$ cat src/design/mqtt_rd_pkg.sv
package mqtt_rd_pkg;

   // Default for the longest remaining-length field accepted (1 to 4 bytes).
   localparam int unsigned MAX_LENGTH_BYTES_DEFAULT = 4;

   // Register reset values.
   localparam logic [15:0] TOPIC_KEEP_RESET   = 16'd127;
   localparam logic [15:0] PAYLOAD_KEEP_RESET = 16'd255;

   // Configuration port geometry: two 32-bit registers at byte addresses 0 and 4.
   localparam int unsigned CSR_ADDR_WIDTH = 3;
   localparam int unsigned CSR_DATA_WIDTH = 32;
   localparam logic CSR_TOPIC_KEEP_LIMIT   = 1'b0;
   localparam logic CSR_PAYLOAD_KEEP_LIMIT = 1'b1;

   // Packet type of PUBLISH in the upper nibble of the fixed header.
   localparam logic [3:0] PUBLISH_TYPE = 4'd3;

   // Field widths.
   localparam int unsigned LEN_ACCUM_WIDTH = 28;
   localparam int unsigned LEN_CNT_WIDTH   = 3;

   // Result queue between the parser and the result channel.
   localparam int unsigned QUEUE_DEPTH       = 4;
   localparam int unsigned QUEUE_PTR_WIDTH   = $clog2(QUEUE_DEPTH);
   localparam int unsigned QUEUE_COUNT_WIDTH = $clog2(QUEUE_DEPTH + 1);

   typedef enum logic [2:0] {
      PH_HEADER  = 3'd0,
      PH_LENGTH  = 3'd1,
      PH_TLEN    = 3'd2,
      PH_TOPIC   = 3'd3,
      PH_PID     = 3'd4,
      PH_PAYLOAD = 3'd5,
      PH_SKIP    = 3'd6
   } phase_type;

   typedef enum logic [2:0] {
      KIND_TOPIC       = 3'd0,
      KIND_PAYLOAD     = 3'd1,
      KIND_DONE        = 3'd2,
      KIND_BAD_LENGTH  = 3'd3,
      KIND_BAD_PUBLISH = 3'd4
   } kind_type;

   typedef struct packed {
      kind_type    kind;
      logic [7:0]  data_byte;
      logic [1:0]  qos_level;
      logic [15:0] packet_ident;
      logic        ack_needed;
      logic [15:0] topic_length;
      logic [15:0] payload_kept;
   } rsp_type;

   // A result that carries only a kind and possibly a data byte.
   function automatic rsp_type make_simple(kind_type kind, logic [7:0] data);
      rsp_type r;
      r              = '0;
      r.kind         = kind;
      r.data_byte    = data;
      return r;
   endfunction

endpackage

$ cat src/design/mqtt_rd_req_if.sv
interface mqtt_rd_req_if;
   logic       valid;
   logic       ready;
   logic [7:0] rx_byte;
   logic       restart;

   modport source (output valid, output rx_byte, output restart, input ready);
   modport sink   (input valid, input rx_byte, input restart, output ready);
endinterface

$ cat src/design/mqtt_rd_rsp_if.sv
interface mqtt_rd_rsp_if;
   logic        valid;
   logic        ready;
   logic [2:0]  kind;
   logic [7:0]  data_byte;
   logic [1:0]  qos_level;
   logic [15:0] packet_ident;
   logic        ack_needed;
   logic [15:0] topic_length;
   logic [15:0] payload_kept;

   modport source (output valid, output kind, output data_byte, output qos_level,
                   output packet_ident, output ack_needed, output topic_length,
                   output payload_kept, input ready);
   modport sink   (input valid, input kind, input data_byte, input qos_level,
                   input packet_ident, input ack_needed, input topic_length,
                   input payload_kept, output ready);
endinterface

$ cat src/design/mqtt_receive_deframer_unit.sv
// MQTT 3.1.1 receive deframer. The block takes one received stream byte per transaction
// and follows the fixed header, the remaining-length field, and for PUBLISH packets the
// topic length, topic, packet id (QoS above 0) and payload. Each kept topic or payload
// byte leaves as one result transaction, and the last byte of a PUBLISH is followed by a
// done result with QoS, packet id, topic length, kept payload count and the PUBACK flag.
// Malformed length fields and short PUBLISH bodies produce an error result; the rest of
// a short body is skipped. Other packet types produce nothing. A byte is parsed in the
// cycle it is accepted, so one byte is taken every clock; a byte can cause up to two
// results, which go via a four-entry queue that drains one per clock while the receiver
// is ready; the input is held off while fewer than two entries are free. Write the keep
// limits over the APB port only while the stream is idle; the block does not enforce it.
module mqtt_receive_deframer_unit #(
   parameter int unsigned MAX_LENGTH_BYTES = mqtt_rd_pkg::MAX_LENGTH_BYTES_DEFAULT
) (
   input  logic                                    clock,
   input  logic                                    reset,
   mqtt_rd_req_if.sink                             req_if,
   mqtt_rd_rsp_if.source                           rsp_if,
   input  logic                                    csr_psel,
   input  logic                                    csr_penable,
   input  logic                                    csr_pwrite,
   input  logic [mqtt_rd_pkg::CSR_ADDR_WIDTH-1:0]  csr_paddr,
   input  logic [mqtt_rd_pkg::CSR_DATA_WIDTH-1:0]  csr_pwdata,
   output logic [mqtt_rd_pkg::CSR_DATA_WIDTH-1:0]  csr_prdata,
   output logic                                    csr_pready
);
   import mqtt_rd_pkg::*;

   // Parser state.
   phase_type                  phase_ff, phase_in;
   logic [7:0]                 header_ff, header_in;
   logic [LEN_ACCUM_WIDTH-1:0] accum_ff, accum_in;
   logic [LEN_CNT_WIDTH-1:0]   cnt_ff, cnt_in;
   logic [LEN_ACCUM_WIDTH-1:0] body_ff, body_in;
   logic [15:0]                tlen_ff, tlen_in;
   logic [15:0]                seen_ff, seen_in;
   logic [15:0]                pid_ff, pid_in;
   logic [15:0]                pcount_ff, pcount_in;

   // Configuration registers.
   logic [15:0] topic_limit_ff;
   logic [15:0] payload_limit_ff;

   // Result queue.
   rsp_type                      queue_ff [QUEUE_DEPTH];
   logic [QUEUE_PTR_WIDTH-1:0]   head_ff, head_in;
   logic [QUEUE_PTR_WIDTH-1:0]   tail_ff, tail_in;
   logic [QUEUE_COUNT_WIDTH-1:0] count_ff, count_in;

   // Shared decode of the current byte.
   logic                       accept;
   logic                       pop;
   logic [7:0]                 b;
   phase_type                  cur_phase;
   logic [1:0]                 qos;
   logic                       has_pid;
   logic                       is_publish;
   logic [LEN_CNT_WIDTH-1:0]   cnt_inc;
   logic [LEN_ACCUM_WIDTH-1:0] len_shifted;
   logic [LEN_ACCUM_WIDTH-1:0] accum_sum;
   logic                       len_overflow;
   logic                       body_empty;
   logic [LEN_ACCUM_WIDTH-1:0] body_dec;
   logic                       body_last;
   logic [15:0]                tlen_full;
   logic [16:0]                tlen_need;
   logic                       tlen_short;
   logic [15:0]                seen_inc;
   logic                       topic_end;
   logic                       topic_keep;
   logic                       payload_keep;

   // Results of the current byte.
   logic    byte_valid;
   rsp_type byte_res;
   logic    term_valid;
   rsp_type term_res;
   rsp_type push0;
   logic [1:0] push_cnt;
   rsp_type head_res;

   assign accept     = req_if.valid && req_if.ready;
   assign pop        = rsp_if.valid && rsp_if.ready;
   assign b          = req_if.rx_byte;
   assign cur_phase  = req_if.restart ? PH_HEADER : phase_ff;
   assign qos        = header_ff[2:1];
   assign has_pid    = (qos != 2'd0);
   assign is_publish = (header_ff[7:4] == PUBLISH_TYPE);

   // Remaining length: seven bits per byte, least significant group first.
   always_comb begin
      unique case (cnt_ff[1:0])
         2'd0:    len_shifted = {21'd0, b[6:0]};
         2'd1:    len_shifted = {14'd0, b[6:0], 7'd0};
         2'd2:    len_shifted = {7'd0, b[6:0], 14'd0};
         default: len_shifted = {b[6:0], 21'd0};
      endcase
   end

   assign cnt_inc      = cnt_ff + 1'b1;
   assign accum_sum    = accum_ff + len_shifted;
   assign len_overflow = b[7] && (cnt_inc >= LEN_CNT_WIDTH'(MAX_LENGTH_BYTES));

   // Body byte bookkeeping.
   assign body_empty   = (body_ff == '0);
   assign body_dec     = body_ff - 1'b1;
   assign body_last    = (body_dec == '0);
   assign tlen_full    = {tlen_ff[15:8], b};
   assign tlen_need    = {1'b0, tlen_full} + (has_pid ? 17'd2 : 17'd0);
   assign tlen_short   = ({11'd0, tlen_need} > body_dec);
   assign seen_inc     = seen_ff + 1'b1;
   assign topic_end    = (seen_inc >= tlen_ff);
   assign topic_keep   = (seen_ff < topic_limit_ff);
   assign payload_keep = (pcount_ff < payload_limit_ff);

   // Next parser state.
   always_comb begin
      phase_in  = phase_ff;
      header_in = header_ff;
      accum_in  = accum_ff;
      cnt_in    = cnt_ff;
      body_in   = body_ff;
      tlen_in   = tlen_ff;
      seen_in   = seen_ff;
      pid_in    = pid_ff;
      pcount_in = pcount_ff;
      unique case (cur_phase)
         PH_HEADER: begin
            header_in = b;
            accum_in  = '0;
            cnt_in    = '0;
            body_in   = '0;
            tlen_in   = '0;
            seen_in   = '0;
            pid_in    = '0;
            pcount_in = '0;
            phase_in  = PH_LENGTH;
         end
         PH_LENGTH: begin
            accum_in = accum_sum;
            cnt_in   = cnt_inc;
            if (b[7]) begin
               phase_in = len_overflow ? PH_HEADER : PH_LENGTH;
            end else begin
               body_in = accum_sum;
               cnt_in  = '0;
               if (accum_sum == '0) begin
                  phase_in = PH_HEADER;
               end else begin
                  phase_in = is_publish ? PH_TLEN : PH_SKIP;
               end
            end
         end
         default: begin
            if (body_empty) begin
               phase_in = PH_HEADER;
            end else begin
               body_in = body_dec;
               unique case (cur_phase)
                  PH_TLEN: begin
                     if (cnt_ff == '0) begin
                        tlen_in  = {b, 8'h00};
                        cnt_in   = LEN_CNT_WIDTH'(1);
                        if (body_last) begin
                           phase_in = PH_HEADER;
                        end
                     end else begin
                        tlen_in = tlen_full;
                        seen_in = '0;
                        if (tlen_short) begin
                           phase_in = body_last ? PH_HEADER : PH_SKIP;
                        end else if (tlen_full != 16'd0) begin
                           phase_in = PH_TOPIC;
                        end else if (has_pid) begin
                           phase_in = PH_PID;
                           cnt_in   = '0;
                        end else begin
                           phase_in = body_last ? PH_HEADER : PH_PAYLOAD;
                        end
                     end
                  end
                  PH_TOPIC: begin
                     seen_in = seen_inc;
                     if (topic_end) begin
                        if (has_pid) begin
                           phase_in = PH_PID;
                           cnt_in   = '0;
                        end else begin
                           phase_in = body_last ? PH_HEADER : PH_PAYLOAD;
                        end
                     end
                  end
                  PH_PID: begin
                     if (cnt_ff == '0) begin
                        pid_in = {b, 8'h00};
                        cnt_in = LEN_CNT_WIDTH'(1);
                     end else begin
                        pid_in   = {pid_ff[15:8], b};
                        phase_in = body_last ? PH_HEADER : PH_PAYLOAD;
                     end
                  end
                  PH_PAYLOAD: begin
                     if (payload_keep) begin
                        pcount_in = pcount_ff + 1'b1;
                     end
                     if (body_last) begin
                        phase_in = PH_HEADER;
                     end
                  end
                  default: begin
                     if (body_last) begin
                        phase_in = PH_HEADER;
                     end
                  end
               endcase
            end
         end
      endcase
   end

   // Results of the current byte: an optional data byte, then an optional
   // done or error result.
   always_comb begin
      byte_valid             = 1'b0;
      byte_res               = make_simple(KIND_TOPIC, b);
      term_valid             = 1'b0;
      term_res               = make_simple(KIND_DONE, 8'h00);
      term_res.qos_level     = qos;
      term_res.packet_ident  = has_pid ? pid_in : 16'd0;
      term_res.ack_needed    = (qos == 2'd1);
      term_res.topic_length  = tlen_in;
      term_res.payload_kept  = pcount_in;
      unique case (cur_phase)
         PH_HEADER: begin
         end
         PH_LENGTH: begin
            if (len_overflow) begin
               term_valid = 1'b1;
               term_res   = make_simple(KIND_BAD_LENGTH, 8'h00);
            end else if (!b[7] && is_publish && (accum_sum == '0)) begin
               term_valid = 1'b1;
               term_res   = make_simple(KIND_BAD_PUBLISH, 8'h00);
            end
         end
         default: begin
            if (!body_empty) begin
               unique case (cur_phase)
                  PH_TLEN: begin
                     if (cnt_ff == '0) begin
                        if (body_last) begin
                           term_valid = 1'b1;
                           term_res   = make_simple(KIND_BAD_PUBLISH, 8'h00);
                        end
                     end else if (tlen_short) begin
                        term_valid = 1'b1;
                        term_res   = make_simple(KIND_BAD_PUBLISH, 8'h00);
                     end else if ((tlen_full == 16'd0) && !has_pid && body_last) begin
                        term_valid = 1'b1;
                     end
                  end
                  PH_TOPIC: begin
                     byte_valid = topic_keep;
                     term_valid = topic_end && !has_pid && body_last;
                  end
                  PH_PID: begin
                     term_valid = (cnt_ff != '0) && body_last;
                  end
                  PH_PAYLOAD: begin
                     byte_valid = payload_keep;
                     byte_res   = make_simple(KIND_PAYLOAD, b);
                     term_valid = body_last;
                  end
                  default: begin
                  end
               endcase
            end
         end
      endcase
   end

   // Queue write side: results are packed into consecutive entries.
   assign push0    = byte_valid ? byte_res : term_res;
   assign push_cnt = accept ? ({1'b0, byte_valid} + {1'b0, term_valid}) : 2'd0;

   // Queue pointers and fill count.
   always_comb begin
      tail_in  = tail_ff + QUEUE_PTR_WIDTH'(push_cnt);
      head_in  = pop ? head_ff + 1'b1 : head_ff;
      count_in = count_ff + QUEUE_COUNT_WIDTH'(push_cnt)
                 - (pop ? QUEUE_COUNT_WIDTH'(1) : QUEUE_COUNT_WIDTH'(0));
   end

   // Take a byte only while two queue entries are free.
   assign req_if.ready = (count_ff <= QUEUE_COUNT_WIDTH'(QUEUE_DEPTH - 2));

   // Result channel is driven from the queue head.
   assign head_res            = queue_ff[head_ff];
   assign rsp_if.valid        = (count_ff != '0);
   assign rsp_if.kind         = head_res.kind;
   assign rsp_if.data_byte    = head_res.data_byte;
   assign rsp_if.qos_level    = head_res.qos_level;
   assign rsp_if.packet_ident = head_res.packet_ident;
   assign rsp_if.ack_needed   = head_res.ack_needed;
   assign rsp_if.topic_length = head_res.topic_length;
   assign rsp_if.payload_kept = head_res.payload_kept;

   // Queue storage.
   always_ff @(posedge clock) begin
      if (push_cnt != 2'd0) begin
         queue_ff[tail_ff] <= push0;
      end
      if (push_cnt == 2'd2) begin
         queue_ff[tail_ff + 1'b1] <= term_res;
      end
   end

   // Queue control registers.
   always_ff @(posedge clock) begin
      if (reset) begin
         head_ff  <= '0;
         tail_ff  <= '0;
         count_ff <= '0;
      end else begin
         head_ff  <= head_in;
         tail_ff  <= tail_in;
         count_ff <= count_in;
      end
   end

   // Parser registers advance on each accepted byte.
   always_ff @(posedge clock) begin
      if (reset) begin
         phase_ff  <= PH_HEADER;
         header_ff <= '0;
         accum_ff  <= '0;
         cnt_ff    <= '0;
         body_ff   <= '0;
         tlen_ff   <= '0;
         seen_ff   <= '0;
         pid_ff    <= '0;
         pcount_ff <= '0;
      end else if (accept) begin
         phase_ff  <= phase_in;
         header_ff <= header_in;
         accum_ff  <= accum_in;
         cnt_ff    <= cnt_in;
         body_ff   <= body_in;
         tlen_ff   <= tlen_in;
         seen_ff   <= seen_in;
         pid_ff    <= pid_in;
         pcount_ff <= pcount_in;
      end
   end

   // Configuration register writes on the APB access phase.
   always_ff @(posedge clock) begin
      if (reset) begin
         topic_limit_ff   <= TOPIC_KEEP_RESET;
         payload_limit_ff <= PAYLOAD_KEEP_RESET;
      end else if (csr_psel && csr_penable && csr_pwrite && csr_pready) begin
         unique case (csr_paddr[2])
            CSR_TOPIC_KEEP_LIMIT:   topic_limit_ff   <= csr_pwdata[15:0];
            CSR_PAYLOAD_KEEP_LIMIT: payload_limit_ff <= csr_pwdata[15:0];
         endcase
      end
   end

   // Register read back.
   assign csr_pready = 1'b1;
   always_comb begin
      unique case (csr_paddr[2])
         CSR_TOPIC_KEEP_LIMIT:   csr_prdata = {16'd0, topic_limit_ff};
         CSR_PAYLOAD_KEEP_LIMIT: csr_prdata = {16'd0, payload_limit_ff};
      endcase
   end

endmodule

$ cat src/flat_wrapper.sv
// flat-port wrapper written by rule: the top's interface ports become plain ports
module mqtt_receive_deframer_unit_flat import mqtt_rd_pkg::*;
#(
   parameter int unsigned MAX_LENGTH_BYTES = mqtt_rd_pkg::MAX_LENGTH_BYTES_DEFAULT
)
  (clock, reset, csr_psel, csr_penable, csr_pwrite, csr_paddr, csr_pwdata, csr_prdata, csr_pready, req_if_valid, req_if_rx_byte, req_if_restart, req_if_ready, rsp_if_valid, rsp_if_kind, rsp_if_data_byte, rsp_if_qos_level, rsp_if_packet_ident, rsp_if_ack_needed, rsp_if_topic_length, rsp_if_payload_kept, rsp_if_ready);
  mqtt_rd_req_if req_if_i ();
  mqtt_rd_rsp_if rsp_if_i ();
  input  logic clock;
  input  logic reset;
  input  logic csr_psel;
  input  logic csr_penable;
  input  logic csr_pwrite;
  input  logic [mqtt_rd_pkg::CSR_ADDR_WIDTH-1:0] csr_paddr;
  input  logic [mqtt_rd_pkg::CSR_DATA_WIDTH-1:0] csr_pwdata;
  output logic [mqtt_rd_pkg::CSR_DATA_WIDTH-1:0] csr_prdata;
  output logic csr_pready;
  input wire logic [$bits(req_if_i.valid)-1:0] req_if_valid;
  input wire logic [$bits(req_if_i.rx_byte)-1:0] req_if_rx_byte;
  input wire logic [$bits(req_if_i.restart)-1:0] req_if_restart;
  output wire logic [$bits(req_if_i.ready)-1:0] req_if_ready;
  output wire logic [$bits(rsp_if_i.valid)-1:0] rsp_if_valid;
  output wire logic [$bits(rsp_if_i.kind)-1:0] rsp_if_kind;
  output wire logic [$bits(rsp_if_i.data_byte)-1:0] rsp_if_data_byte;
  output wire logic [$bits(rsp_if_i.qos_level)-1:0] rsp_if_qos_level;
  output wire logic [$bits(rsp_if_i.packet_ident)-1:0] rsp_if_packet_ident;
  output wire logic [$bits(rsp_if_i.ack_needed)-1:0] rsp_if_ack_needed;
  output wire logic [$bits(rsp_if_i.topic_length)-1:0] rsp_if_topic_length;
  output wire logic [$bits(rsp_if_i.payload_kept)-1:0] rsp_if_payload_kept;
  input wire logic [$bits(rsp_if_i.ready)-1:0] rsp_if_ready;
  assign req_if_i.valid = req_if_valid;
  assign req_if_i.rx_byte = req_if_rx_byte;
  assign req_if_i.restart = req_if_restart;
  assign req_if_ready = req_if_i.ready;
  assign rsp_if_valid = rsp_if_i.valid;
  assign rsp_if_kind = rsp_if_i.kind;
  assign rsp_if_data_byte = rsp_if_i.data_byte;
  assign rsp_if_qos_level = rsp_if_i.qos_level;
  assign rsp_if_packet_ident = rsp_if_i.packet_ident;
  assign rsp_if_ack_needed = rsp_if_i.ack_needed;
  assign rsp_if_topic_length = rsp_if_i.topic_length;
  assign rsp_if_payload_kept = rsp_if_i.payload_kept;
  assign rsp_if_i.ready = rsp_if_ready;
  mqtt_receive_deframer_unit #(.MAX_LENGTH_BYTES(MAX_LENGTH_BYTES)) u_core (.clock(clock), .reset(reset), .req_if(req_if_i), .rsp_if(rsp_if_i), .csr_psel(csr_psel), .csr_penable(csr_penable), .csr_pwrite(csr_pwrite), .csr_paddr(csr_paddr), .csr_pwdata(csr_pwdata), .csr_prdata(csr_prdata), .csr_pready(csr_pready));
endmodule
$ cat config.mk
export PLATFORM = sky130hd
export DESIGN_NAME = mqtt_receive_deframer_unit_flat
export DESIGN_NICKNAME = d
export VERILOG_FILES = /design/src/design/mqtt_rd_pkg.sv /design/src/design/mqtt_rd_req_if.sv /design/src/design/mqtt_rd_rsp_if.sv /design/src/design/mqtt_receive_deframer_unit.sv /design/src/flat_wrapper.sv
export SDC_FILE = /design/constraint.sdc
export NUM_CORES = 1
export LEC_CHECK = 0
export BUFFER_PORTS_ARGS = -buffer_cell sky130_fd_sc_hd__clkbuf_2
export CORE_ASPECT_RATIO = 1.25
export CORE_MARGIN = 2
export CORE_UTILIZATION = 33
export CTS_CLUSTER_DIAMETER = 200
export CTS_CLUSTER_SIZE = 40
export DETAILED_ROUTE_END_ITERATION = 7
export GPL_TIMING_DRIVEN = 0
export PLACE_DENSITY_LB_ADDON = 0.2
export SYNTH_ARGS = -nofsm -noshare
export SYNTH_HDL_FRONTEND = slang
export SYNTH_SLANG_ARGS = --single-unit
$ cat constraint.sdc
create_clock -name clock -period 7.45 [get_ports clock]
set_input_delay 1.1175 -clock clock [delete_from_list [all_inputs] [get_ports clock]]
set_output_delay 1.1175 -clock clock [all_outputs]
set_load 0.02 [all_outputs]
======== Yosys cells after proc, flatten, opt, wreduce, memory -nomap -nowiden ========
Memories as Yosys holds them, arrays and structs flattened. A register that Yosys moved wholly into a read port is not among the register bits.
Cells that the tools add are included.
cells by class
  multiplexer cells ....................... 83
  bitwise operators ....................... 2
  add/subtract/negate cells ............... 12
  reductions and logical operators ........ 38
  magnitude comparators ................... 6
  eq/ne operators ......................... 20
operators with widths
  kind                     count
  $mux W62                 10
  $mux W16                 12
  $pmux W16 S2             5
  $pmux W62 S2             1
  $pmux W28 S2             2
  $logic_not A28 Y1        3
  $pmux W28 S3             1
  $mux W3                  22
  $pmux W32 S2             1
  $mux W60                 1
  $mux W28                 2
  $add A16 B1 Y16 const B  2
  $lt A16 B16 Y1           2
  $add A28 B28 Y28         1
  $gt A17 B28 Y1           1
  $sub A28 B1 Y28 const B  1
  $pmux W3 S3              2
  $add A16 B17 Y17         1
  $ge A16 B16 Y1           1
  $logic_not A16 Y1        1
  $reduce_bool A16 Y1      1
  $mux W1                  15
  $logic_and A1 B1 Y1      12
  $pmux W3 S2              2
  other kinds (35)         59
word-level totals
  logic and storage cells ................. 176
  memories kept ........................... 1
  flip-flop bits (word level) ............. 173
  output and inout port bits .............. 97
  RAM bits ................................ 248
memory list
  memory           depth  width  rd ports  clocked after Yosys merged registers in  write ports  RTL line                          RTL
  u_core.queue_ff  4      62     1         1                                        2            mqtt_receive_deframer_unit.sv:45  rsp_type queue_ff [QUEUE_DEPTH];

======== Logic depth before layout (Yosys ltp) ========
Gate-level depths: netlist of run 1.
  depth after elaboration ................. 15
  mapped depth ............................ 30
  depth with buffers taken out ............ 27

======== Least setup slack after synthesis of run 1 ========
OpenSTA, ideal clock, no wires.
  kind .................................... in2reg
  from .................................... input req_if_rx_byte[4]
  to ...................................... memory u_core.queue_ff[3][36] (netlist name) (data pin)
  arrival ................................. 7.092 ns
  buffers on the path ..................... 5
  required time ........................... 7.272 ns
  cell stages on the path ................. 24
  slack ................................... 0.180 ns
  library setup time ...................... 0.178 ns
  cell sequence ........................... clkbuf_1 clkbuf_1 and2_1 ha_1 clkbuf_1 a211o_1 a311oi_1 o221a_2 a21oi_1 or3_1 a2111o_1 a2111oi_2 nand4_1 a21oi_1 ha_1 clkbuf_1 mux2_2 nand2_1 inv_1 nand2_1 clkbuf_1 inv_1 nand2_1 nor4_1
RTL lines
  what                RTL line                          RTL
  start: declaration  flat_wrapper.sv:19                input wire logic [$bits(req_if_i.rx_byte)-1:0] req_if_rx_byte;
  end: declaration    mqtt_receive_deframer_unit.sv:45

==> results of run 1 <==
[worst max-delay path: cells and delay by family]
family          cells  cell delay (ns)
compound gates      8             3.07
buf+inv             6             1.76
simple gates        3             0.76
fa+ha+maj           2             0.51
[stage by stage]
step	cells	power [mW]	TNS [ns]
after global placement	3820	4.73	-824.15
after detailed placement	3820	4.75	-543.66
after global routing	3846	6.15	0
after CTS	3842	5.89	0
after floorplan	2754	4.03	0
final	3846	5.87	0
[cells in the mapped netlist (7+ instances only)]
cell type | count | share of area, %
or2_2 | 10 | 0.26
a21oi_1 | 182 | 3.7
inv_1 | 92 | 1.4
nor4_1 | 30 | 0.77
nand3b_1 | 21 | 0.64
o31ai_1 | 9 | 0.28
nand3_1 | 50 | 1.0
o211ai_1 | 15 | 0.46
xnor2_1 | 36 | 1.3
clkbuf_1 | 148 | 2.3
a21o_1 | 47 | 1.4
buf_4 | 34 | 1.0
a22oi_1 | 27 | 0.83
nor3_1 | 52 | 1.1
nor2b_1 | 19 | 0.48
nand2_1 | 429 | 6.6
dfxtp_1 | 205 | 17
and4_1 | 7 | 0.25
o21a_1 | 14 | 0.43
edfxtp_1 | 216 | 26
and3_1 | 32 | 0.82
nand2b_1 | 13 | 0.33
mux4_2 | 62 | 5.7
or3_1 | 15 | 0.38
xor2_1 | 27 | 0.96
nor2_1 | 394 | 6.0
mux2i_1 | 21 | 0.86
a22o_1 | 40 | 1.4
o21ai_0 | 119 | 2.4
ha_1 | 106 | 5.4
a211oi_1 | 21 | 0.64
and2_1 | 42 | 1.1
nand4_1 | 33 | 0.84
nor3b_1 | 15 | 0.46
a31oi_1 | 11 | 0.28
a211o_1 | 16 | 0.57
buf_1 | 16 | 0.24
[worst min path at each step]
stage	slack (ns)	from	to
floorplan	0.44	u_core.topic_limit_ff[10]	u_core.topic_limit_ff[10]
global placement	0.44	u_core.topic_limit_ff[9]	u_core.topic_limit_ff[9]
detailed placement	0.45	u_core.topic_limit_ff[7]	u_core.topic_limit_ff[7]
CTS	0.47	u_core.topic_limit_ff[7]	u_core.topic_limit_ff[7]
global route	0.48	u_core.topic_limit_ff[9]	u_core.topic_limit_ff[9]
finish	0.47	u_core.topic_limit_ff[12]	u_core.topic_limit_ff[12]
[layout by cell type, fill, tap and decap left out, types with 26 or more instances in the layout]
| master | count |
|---|---|
| nand2_1 | 429 |
| nor2_1 | 394 |
| edfxtp_1 | 216 |
| dfxtp_1 | 203 |
| a21oi_1 | 180 |
| clkbuf_1 | 136 |
| clkbuf_2 | 120 |
| o21ai_0 | 118 |
| ha_1 | 106 |
| inv_1 | 88 |
| mux4_2 | 62 |
| nor3_1 | 50 |
| nand3_1 | 50 |
| a21o_1 | 47 |
| and2_1 | 42 |
| a22o_1 | 40 |
| buf_4 | 37 |
| xnor2_1 | 36 |
| nand4_1 | 33 |
| and3_1 | 32 |
| nor4_1 | 30 |
| xor2_1 | 27 |
| a22oi_1 | 26 |
[cell type report]
| class | count | area, sq um |
|---|---|---|
| inverters | 92 | 405 |
| flip-flops and latches | 421 | 10600 |
| clock inverters | 1 | 20.0 |
| clock buffers | 23 | 405 |
| multi-input cells | 2036 | 12800 |
| diodes | 1 | 2.50 |
| repair buffers | 109 | 553 |
| fillers | 7469 | 46600 |
| plain buffers | 203 | 933 |
| well taps | 960 | 1200 |
[registers in the layout, indices dropped and copies added (netlist names), named ones only]
name / cells
u_core.queue_ff: 248
u_core.accum_ff: 28
u_core.body_ff: 28
u_core.payload_limit_ff: 16
u_core.pcount_ff: 16
u_core.pid_ff: 16
u_core.seen_ff: 16
u_core.tlen_ff: 16
u_core.topic_limit_ff: 16
u_core.header_ff: 6
u_core.cnt_ff: 3
u_core.count_ff: 3
u_core.phase_ff: 3
u_core.head_ff: 2
u_core.tail_ff: 2
[layer usage]
metal  share of wire (%)  vias up  track usage (%)
met5                   0        -                0
met2                  49      671             38.5
li1                    -     9980                -
met3                 4.6      173             1.51
met1                  41    10500             27.8
met4                 5.2        0             10.2
[where the power goes]
group / internal, mW / switching, mW
sequential: 2.49 / 0.0664
clock: 0.391 / 0.759
combinational: 0.726 / 1.43
[logic make-up after synthesis]
logic type	after synthesis	share of synthesized area, %
flip-flops	421	43.2
XOR/XNOR	63	2.25
other	2	0.0306
adder cells (fa/ha/maj)	108	5.57
multiplexers	86	6.69
buffers and inverters	297	5.13
AO/OA/AOI/OAI	577	15.2
AND/OR/NAND/NOR	1185	21.9
[what timing repair did]
item | 4_1_cts | 5_1_grt
buffers inserted | 0 | 3
endpoints found under the setup margin | 462 | 416
cloned | 0 | 0
pin swaps | 0 | 2
gates resized for setup | 29 | 21
==> impl_metrics.json, run 1 <==
{
  "outcome": "finished clean",
  "finish.instance_area_sq_mm": 0.0269,
  "core-area_sq_mm": 0.0735,
  "path_common_cell": "clkbuf_2",
  "max_cap_viol_count": 0,
  "drcViolationCount": 0,
  "r2r_start": "u_core.body_ff[0]",
  "ctsHoldBuffers": 0,
  "num-nets-final": 3036,
  "worst_clock_skew_ns": 0.0510,
  "critPathRequiredTime_ns": 7.62,
  "wirelength_um": 86200,
  "ff2ff_setup_slack_ns": 0.37,
  "relSlewSlack_pct": 19.1,
  "end_kind": "flop",
  "timing.hold.ws_ns": 0.466,
  "portBuffers": 106,
  "hold_path.class": "reg2reg",
  "num_vias": 21300,
  "p_per_area_mw_per_mm2": 218,
  "clock_path_buffers": 3,
  "initial_core_util_pct": 33.4,
  "grt_pass1_vias": 20600,
  "p_leak_nw": 10.2,
  "pre_cts_ws_ns": -1.74,
  "clock_latency_ns": 0.59,
  "ys_types": 85,
  "crit_type": "in2reg",
  "antenna_found_initial": 1,
  "ir_drop_v": 0.000171,
  "synth_edf_count": 216,
  "crit_slowest_cell": "o211ai_1",
  "final.setup.worst_slack_ns": 0.300,
  "hold_depth": 2,
  "setup_violations": 0,
  "startpoint": "req_if_rx_byte[2]",
  "endpoint": "u_core.queue_ff[0][13]",
  "hold_viol": 0,
  "reg2regPathDepth": 21,
  "rr_endpoint": "u_core.queue_ff[0][13]",
  "period_needed_ns": 7.15,
  "crit_arrival_ns": 7.32,
  "dieArea_sq_mm": 0.0765,
  "fin_util_pct": 36.6,
  "drtAntennaViolNets": 0,
  "synth_ff_type": "edfxtp_1",
  "ys_seq_area_share_pct": 43.2,
  "max_stage_delay_ns": 1.01,
  "max_freq_mhz": 140,
  "cts.sinks": 421,
  "firstDrtPassIters": 5,
  "gp_congestion": 0.905,
  "async_reset_ff_share_pct": 0,
  "grt_pass1_wl_um": 128000,
  "synth_cells": 2739,
  "io-pin-count": 148,
  "grt_start_max_net_pins": 56,
  "die_w_um": 248,
  "avgSynthCellArea_sq_um": 8.95,
  "synth_warnings": 0,
  "syn_area_sq_mm": 0.0245,
  "area_growth_pct": 9.70,
  "worstPathMaxFanout": 54,
  "rsz0062_at_grt": "no",
  "cts_made_buffers": 14,
  "final_layout_size_suffix_gt1_share_pct": 10.1,
  "ys_ff_latch": 421,
  "clk_pin_slew_ns": 0.14,
  "path_cells": "clkbuf_2, clkbuf_2, clkbuf_2, and2_1, ha_1, buf_1, a21o_1, a22oi_2, o221a_2, a21oi_1, or3_1, a2111o_1, a2111oi_4, nand4_1, a21oi_1, ha_1, clkbuf_1, o211ai_1, inv_6",
  "die-height_um": 309,
  "worstSetupStartpointType": "input pin",
  "cts-htree-levels": 1,
  "grt_use_total_pct": 22.1,
  "overflow": 0,
  "dp_hpwl_um": 64100,
  "placed_cell_area_sq_mm": 0.0263,
  "cts_tree": "done",
  "tightest_slew_ns": 1.21,
  "vias_per_cell": 5.54,
  "drt_iter0_drc": 1878,
  "slew_viol_final": 0,
  "rows": 111,
  "clockRootBuffer": "clkbuf_16",
  "drt-wirelength-per-cell_um": 22.4,
  "final.period_utilization_pct": 96.0
}
Power figures use the tool's default switching activity.
==> run 2, diff against run 1 <==
--- a/config.mk
+++ b/config.mk
@@ -5,6 +5,7 @@
 export SDC_FILE = /design/constraint.sdc
 export NUM_CORES = 1
 export LEC_CHECK = 0
+export ABC_AREA = 1
 export BUFFER_PORTS_ARGS = -buffer_cell sky130_fd_sc_hd__clkbuf_2
 export CORE_ASPECT_RATIO = 1.25
 export CORE_MARGIN = 2
==> run 2 against run 1 <==
Core utilization is 0.099 points lower. Setup slack improved by 0.30 ns. Total power up 28%. Via count increased by 6.0%. Sequential share of layout area is 0.40 points lower. Synthesized area rose by 0.94%. Critical path depth grew 13. Clock power is essentially flat. Synthesized cell count rose by 21%. Global-route usage fell by 0.15 points. Combinational power increased by 64%. Count of clock-buffer cells in the layout stayed put.
==> impl_metrics.json, run 2 <==
{
  "clockRootBuffer": "clkbuf_16",
  "initial_core_util_pct": 33.3,
  "crit_arrival_ns": 7.28,
  "hold_path.class": "reg2reg",
  "cts_made_buffers": 14,
  "ir_drop_v": 0.000147,
  "hold_depth": 2,
  "placed_cell_area_sq_mm": 0.0267,
  "antenna_found_initial": 0,
  "mostFrequentLayoutCells": "597 x nand2_1, 510 x nor2_1, 360 x o21ai_0",
  "p_per_area_mw_per_mm2": 276,
  "firstDrtPassIters": 6,
  "area_growth_pct": 9.78,
  "die-height_um": 310,
  "dieArea_sq_mm": 0.0772,
  "max_stage_delay_ns": 0.56,
  "clock_latency_ns": 0.58,
  "tightest_slew_ns": 0.976,
  "avgSynthCellArea_sq_um": 7.49,
  "largest_reg_flops": 248,
  "io-pin-count": 148,
  "clk_pin_slew_ns": 0.16,
  "max_cap_viol_count": 0,
  "end_kind": "flop",
  "grt_start_max_net_pins": 56,
  "setup_violations": 0,
  "period_needed_ns": 6.85,
  "clock_path_buffers": 3,
  "path_common_cell": "nand2_1",
  "antenna_cells": 0,
  "rows": 112,
  "grt_pass1_vias": 21800,
  "critPathRequiredTime_ns": 7.88,
  "core-area_sq_mm": 0.0744,
  "finish.instance_area_sq_mm": 0.0272,
  "final_layout_size_suffix_gt1_share_pct": 8.31,
  "grt_use_total_pct": 21.9,
  "reg2regPathDepth": 38,
  "async_reset_ff_share_pct": 0,
  "final.period_utilization_pct": 91.9,
  "cts.sinks": 421,
  "syn_area_sq_mm": 0.0248,
  "cts_setup_buffers": 0,
  "synth_top_area_share_pct": 26.2,
  "portBuffers": 109,
  "crit_type": "in2reg",
  "yosysMostFrequentCell": "nand2_1",
  "ys_seq_area_share_pct": 42.8,
  "hold_viol": 0,
  "num_vias": 22600,
  "hold_start": "u_core.head_ff[1]",
  "mostFrequentLayoutCell": "nand2_1",
  "r2r_start": "u_core.header_ff[1]",
  "rr_endpoint": "u_core.queue_ff[0][7]",
  "drt_iter0_drc": 1685,
  "outcome": "finished clean",
  "synth_warnings": 0,
  "ctsHoldBuffers": 0,
  "worstPathMaxFanout": 35,
  "reg_top3": "u_core.queue_ff (248), u_core.accum_ff (28), u_core.body_ff (28)",
  "die_w_um": 249,
  "dp_hpwl_um": 66300,
  "relSlewSlack_pct": 34.9,
  "synth_edf_count": 216,
  "cts-htree-levels": 1,
  "p_leak_nw": 11.0,
  "slew_viol_final": 0,
  "ff2ff_setup_slack_ns": 0.63,
  "drtAntennaViolNets": 0,
  "overflow": 0,
  "synth_cells": 3303,
  "synth_ff_type": "edfxtp_1",
  "ys_ff_latch": 421,
  "max_freq_mhz": 146,
  "synthTopCellsByCount": "601 x nand2_1, 511 x nor2_1, 360 x o21ai_0, 347 x inv_1, 229 x a21oi_1",
  "drt-wirelength-per-cell_um": 19.8,
  "synth.largest_area_cell": "edfxtp_1",
  "worst_clock_skew_ns": 0.0346,
  "regMostFlops": "u_core.queue_ff",
  "grt_pass1_wl_um": 130000,
  "ys_top_cells_by_area": "edfxtp_1 26%, dfxtp_1 17%, nand2_1 9.1%",
  "final.setup.worst_slack_ns": 0.603,
  "drcViolationCount": 0,
  "pre_cts_ws_ns": -0.899,
  "wirelength_um": 87400,
  "crit_slowest_cell": "clkbuf_1",
  "gp_congestion": 0.957,
  "worstSetupStartpointType": "input pin",
  "vias_per_cell": 5.10,
  "num-nets-final": 3605,
  "cts_tree": "done",
  "ys_types": 55
}
## run 2: worst max-delay path by stage
| stage | from | endpoint | slack (ns) | depth (start not counted) |
|---|---|---|---|---|
| 2_1_floorplan | u_core.header_ff[2] | u_core.queue_ff[0][0] | 0.76 | 37 |
| 3_3_place_gp | u_core.header_ff[2] | u_core.queue_ff[3][0] | -2.83 | 38 |
| 3_5_place_dp | u_core.header_ff[2] | u_core.queue_ff[1][1] | -0.90 | 38 |
| 4_1_cts | u_core.header_ff[2] | u_core.queue_ff[3][9] | 0.05 | 37 |
| 5_1_grt | u_core.header_ff[1] | u_core.queue_ff[2][16] | -0.02 | 40 |
| 6_report | req_if_rx_byte[4] | u_core.queue_ff[2][16] | 0.60 | 32 |
## run 2: power breakdown
part           internal [mW]  total (mW)  switching, mW
Combinational          0.989        3.55           2.56
Sequential              2.64        2.81          0.170
Clock                  0.391        1.14          0.751
Total                   4.02        7.49           3.48
## run 2: kinds of logic (layout without fill, tap and decap cells)
kind of cell / count (synthesis) / after routing / share of synthesized area (%)
buffers and inverters: 527 / 662 / 8.49
XOR/XNOR: 51 / 51 / 1.83
adder cells (fa/ha/maj): 108 / 108 / 5.52
other: 2 / 17 / 0.0303
AO/OA/AOI/OAI: 732 / 732 / 15.8
AND/OR/NAND/NOR: 1462 / 1463 / 25.5
flip-flops: 421 / 421 / 42.8
## run 2: metrics by stage
step	total power [mW]	std cells	util (%)	hold WS (ns)	TNS, ns
final	7.49	4423	36.5	0.493	0
after global routing	7.99	4423	36.5	0.518	-0.0532
after CTS	7.51	4422	36.4	0.487	0
after detailed placement	6.38	4399	35.9	0.463	-122.33
after global placement	6.38	4396	35.7	0.458	-866.15
after floorplan	5.16	3318	-	0.436	0
## run 2: repair_timing
item                       CTS  global route
cloned                       0             1
setup endpoints to repair  266           212
pin swaps                    0             1
resized for setup            4            19
## run 2: per-layer routing
layer | routed length [um] | share of wire, % | GRT usage (%)
met2 | 42800 | 49 | 39.3
met5 | 0 | 0 | 0
met4 | 4150 | 4.7 | 9.87
met3 | 3640 | 4.2 | 1.92
met1 | 36800 | 42 | 26.8
## run 2: area by class of cell
type                       count  area [sq um]
buffer                       172           777
clock buffer                  23           405
clock inverter                 1          20.0
fill                        7930         47200
inverter                     354          1330
timing repair buffer         112           628
multi-input combinational   2371         12200
sequential                   421         10600
tap                          969          1210
## run 2: worst max-delay path, delay by kind of cell
kind / cells / cell delay (ns)
adders and majority gates: 2 / 0.49
and+or+nand+nor: 20 / 3.34
buffers and inverters: 9 / 1.94
AOI/OAI and AO/OA: 1 / 0.34
